File: src/hw/rtl/tlik_sqrt.sv
module tlik_sqrt #(
  parameter int W  = 24,
  parameter int SW = 1
) (
  input  logic            clk,
  input  logic            rst_n,
  input  logic            en,
  input  logic            valid_in,
  input  logic [2*W-1:0]  rad_in,
  input  logic [SW-1:0]   side_in,
  output logic            valid_out,
  output logic [W-1:0]    root_out,
  output logic [SW-1:0]   side_out
);
  localparam int RW = W + 3;

  logic            v_r    [W];
  logic [2*W-1:0]  rad_r  [W];
  logic [RW-1:0]   rem_r  [W];
  logic [W-1:0]    root_r [W];
  logic [SW-1:0]   side_r [W];

  for (genvar i = 0; i < W; i++) begin : g_stage
    logic            v_prev;
    logic [2*W-1:0]  rad_prev;
    logic [RW-1:0]   rem_prev;
    logic [W-1:0]    root_prev;
    logic [SW-1:0]   side_prev;
    logic [RW-1:0]   rem_sh;
    logic [RW-1:0]   trial;
    logic [RW-1:0]   rem_nxt;
    logic [W-1:0]    root_nxt;

    if (i == 0) begin : g_first
      assign v_prev    = valid_in;
      assign rad_prev  = rad_in;
      assign rem_prev  = '0;
      assign root_prev = '0;
      assign side_prev = side_in;
    end else begin : g_next
      assign v_prev    = v_r[i-1];
      assign rad_prev  = rad_r[i-1];
      assign rem_prev  = rem_r[i-1];
      assign root_prev = root_r[i-1];
      assign side_prev = side_r[i-1];
    end

    // one result bit per stage, two radicand bits brought in
    always_comb begin
      rem_sh = {rem_prev[RW-3:0], rad_prev[2*W-1-2*i -: 2]};
      trial  = {1'b0, root_prev, 2'b01};
      if (rem_sh >= trial) begin
        rem_nxt  = rem_sh - trial;
        root_nxt = {root_prev[W-2:0], 1'b1};
      end else begin
        rem_nxt  = rem_sh;
        root_nxt = {root_prev[W-2:0], 1'b0};
      end
    end

    always_ff @(posedge clk) begin
      if (!rst_n) begin
        v_r[i] <= 1'b0;
      end else if (en) begin
        v_r[i] <= v_prev;
      end
    end

    always_ff @(posedge clk) begin
      if (en) begin
        rad_r[i]  <= rad_prev;
        rem_r[i]  <= rem_nxt;
        root_r[i] <= root_nxt;
        side_r[i] <= side_prev;
      end
    end
  end

  assign valid_out = v_r[W-1];
  assign root_out  = root_r[W-1];
  assign side_out  = side_r[W-1];

endmodule

File: config.mk
export PLATFORM = sky130hd
export DESIGN_NAME = tlik_sqrt
export DESIGN_NICKNAME = d
export VERILOG_FILES = /design/src/hw/rtl/tlik_sqrt.sv
export SDC_FILE = /design/constraint.sdc
export NUM_CORES = 2
export LEC_CHECK = 0
export BUFFER_PORTS_ARGS = -buffer_cell sky130_fd_sc_hd__buf_4
export CAP_MARGIN = 20
export CORE_UTILIZATION = 52
export DETAILED_ROUTE_END_ITERATION = 8
export PLACE_DENSITY = 0.7
export SETUP_SLACK_MARGIN = 0.3
export SLEW_MARGIN = 10
export SYNTH_ARGS = -nofsm -noshare
export SYNTH_HDL_FRONTEND = slang
export SYNTH_SLANG_ARGS = --single-unit
File: constraint.sdc
create_clock -name clk -period 3.5 [get_ports clk]
set_input_delay 0.175 -clock clk [delete_from_list [all_inputs] [get_ports clk]]
set_output_delay 0.175 -clock clk [all_outputs]
set_load 0.02 [all_outputs]
==> metrics.cfg <==
[run_status]
status=finished clean

[finish]
final_util=0.6043
syn_to_final_growth_pct=15.32
drive_above_1_share=0.1210
final.fill_count=9593
fin_nets=5667
diodes=0

[min_path]
worst_hold_path_type=primary input to flop
holdPathStages=2

[setup_path]
cp.depth=9
critPathRequiredTime_ns=4.02
cp-end-kind=flop
max_stage_delay_ns=0.55
crit_family=simple AND/OR/NAND/NOR gates
critPathSlowestCell=or4_4
criticalPathCategory=flop to flop
crit_fanout=5
critPathBufInv=1
cp.arrival_ns=3.82
critPathMostFrequentCell=or3_4
worstPathCellList=or4_4, or3_4, or4_4, or3_4, or3_4, nor4_4, buf_4, nor4_2, xor2_1
critPathLaunchType=flop
r2r_cells=9

[detailed_routing]
postRouteAntennaNets=0
avgViaCountPerCell=5.431
drt_iter0_drc=2753
drc=0
via_count=38320
routed_wirelength_mm=119.4
wl_per_cell_um=16.92
dr.pass1.iters=6

[floorplan]
dieHeight_um=357.7
ios=79
initial_core_util=0.5240
rows=130
die_area_um2=128000
coreArea_um2=125600
fp.dieW_um=357.7

[logic_synthesis]
avgSynthCellArea_um2=13.34
synth_nets=5312
synth_flop_cell=edfxtp_1
yosys.area.top_type=edfxtp_1
synth_area_um2=65800
synth_top_area_share=0.6576
synth_seq_cells=1442
yosysSeqAreaShare=0.6579
synth_cell_type_count=81
async_reset_ff_frac=0
synth_edf_count=1441
synth_area_leaders=edfxtp_1, ha_1, xnor2_1
synth_cells=4934
ys_warn_count=0

[pwr]
sw_frac_of_total=0.2660
p_leak_nw=29.34
ir_worst_vdd_uv=481.7
seq_power_share=0.481
power.switching_w=0.01265
p_int_w=0.03490
combPwrFrac=0.182
clkPwrFrac=0.337
power.density_nw_per_um2=626.7

[cts]
cts_root_buffer=clkbuf_16
cts_buffers=153
cts_tree=built
clockBufferDepth=3
htree_num_levels=4
insertion_delay_ns=0.78
clk_pin_slew_worst_paths_ns=0.06
numClockSinks=1442

[sta]
hold_viol=0
post-route-period-util=0.9424
slew_headroom=0.3031
worstMarginPinSlew_ns=1.045
max_freq_mhz=303.2
timing.final.max_slew_violations=0
period_minus_slack_ns=3.299
rsz0062_at_grt=yes
fin_setup_tns_ns=0
setup_viol=0
finClkSkew_ns=0.06867

[grt]
grt_pass1_wl_mm=191.1
antenna_found_initial=1
grt_util_all_layers=0.1865
grt_max_degree=156
overflow=0
grt_pass1_vias=37460

[placement]
port_buffers=78
dpl.hpwl_mm=83.37
place_congestion=0.8913

[run]
drv_cap=0

## synthesized netlist by cell type (7+ instances only)
cell	number
nand4b_1	9
and2_1	21
edfxtp_1	1441
a31oi_1	26
nand4_1	46
or4_1	24
o31ai_1	30
xnor2_1	259
nand2b_1	61
o2111ai_1	8
nand2_1	271
nor2b_1	57
a211o_1	9
o22ai_1	8
o21a_1	66
o21ai_0	216
or2_2	17
and3_1	47
a21o_1	118
inv_1	420
nor3_1	118
o41ai_1	7
nor2_1	300
o211ai_1	15
nor3b_1	11
mux2_2	64
a211oi_1	20
or3_1	61
nand3_1	78
nand3b_1	12
buf_1	8
xor2_1	179
a21oi_1	323
o21bai_1	15
a21boi_0	16
nor4_1	54
ha_1	325
clkbuf_1	70
## layout by cell type (no fill, tap or decap), types with 154 or more instances in the layout
master	netlist	final
edfxtp_1	1441	1441
inv_1	420	419
ha_1	325	314
a21oi_1	323	312
nor2_1	300	290
nand2_1	271	270
xnor2_1	259	258
buf_4	0	200
o21ai_0	216	196
xor2_1	179	179
clkbuf_16	0	154
## power by group through the flow
stage | Combinational [W] | Sequential, W | Clock, W
after CTS | 0.00835 | 0.0229 | 0.0165
after global routing | 0.00962 | 0.0231 | 0.0171
final | 0.00866 | 0.0229 | 0.0160
after floorplan | 0.00605 | 0.0227 | 0
after global placement | 0.00798 | 0.0232 | 0
after detailed placement | 0.00815 | 0.0232 | 0
## cell families after synthesis
logic type | after synthesis | synth area share
muxes | 70 | 0.01187
AOI/OAI and AO/OA | 940 | 0.08810
buffers and inverters | 502 | 0.02888
and+or+nand+nor | 1216 | 0.09306
DFF | 1442 | 0.6579
adders and majority gates | 325 | 0.06180
other | 1 | 0.00005699
xor gates and xnor gates | 438 | 0.05830
## stage by stage
step	instance area (um2)	worst slack [ns]	power (W)	hold slack [ns]	cells
2_1_floorplan	65810	0.1603	0.02877	0.2739	4934
3_3_place_gp	69290	0.1225	0.03116	0.3537	6693
3_5_place_dp	69290	0.1092	0.03136	0.3543	6693
4_1_cts	75210	0.1729	0.04772	0.03314	7031
5_1_grt	75880	0.1077	0.04981	0.06339	7056
6_report	75880	0.2015	0.04755	0.1042	7056
## cell type report
class,count,area (um2),area share
inverter,421,1588,0.02092
multi-input combinational,2990,21330,0.2811
clock inverter,91,1129,0.01487
tap,1650,2064,0.02721
timing repair buffer,281,2546,0.03356
sequential,1442,43290,0.5705
clock buffer,181,3934,0.05184
## registers in the layout, summed over array words and instances (netlist names)
name and count:
root_r 300, rem_r 542, rad_r 552, side_r 24
v_r 24
## timing repair
item                       4_1_cts  5_1_grt
setup endpoints to repair      103      195
pin swaps                       13       33
hold buffers                    54        0
hold endpoints to repair       130        0
cloned                           0        1
gates resized for setup         48      117
buffers inserted                12       23
## path summary, 6_finish.rpt
kind | startpoint | slack, ns | end
hold / removal | rad_in[20] | 0.10 | rad_r[0][20]$_DFFE_PP_
setup / recovery | rem_r[0][174]$_DFFE_PP_ | 0.20 | rem_r[0][199]$_DFFE_PP_
setup reg to reg | rem_r[0][174]$_DFFE_PP_ | 0.20 | rem_r[0][199]$_DFFE_PP_
hold reg to reg | side_r[2][5]$_DFFE_PP_ | 0.39 | side_r[2][6]$_DFFE_PP_
## routing by layer
metal	GRT usage	wire length (um)
met3	0.03374	5490
met1	0.2461	52860
met4	0.06409	3354
met2	0.3108	57680
met5	0	0
Note: power is estimated with default switching activity, not from simulation.
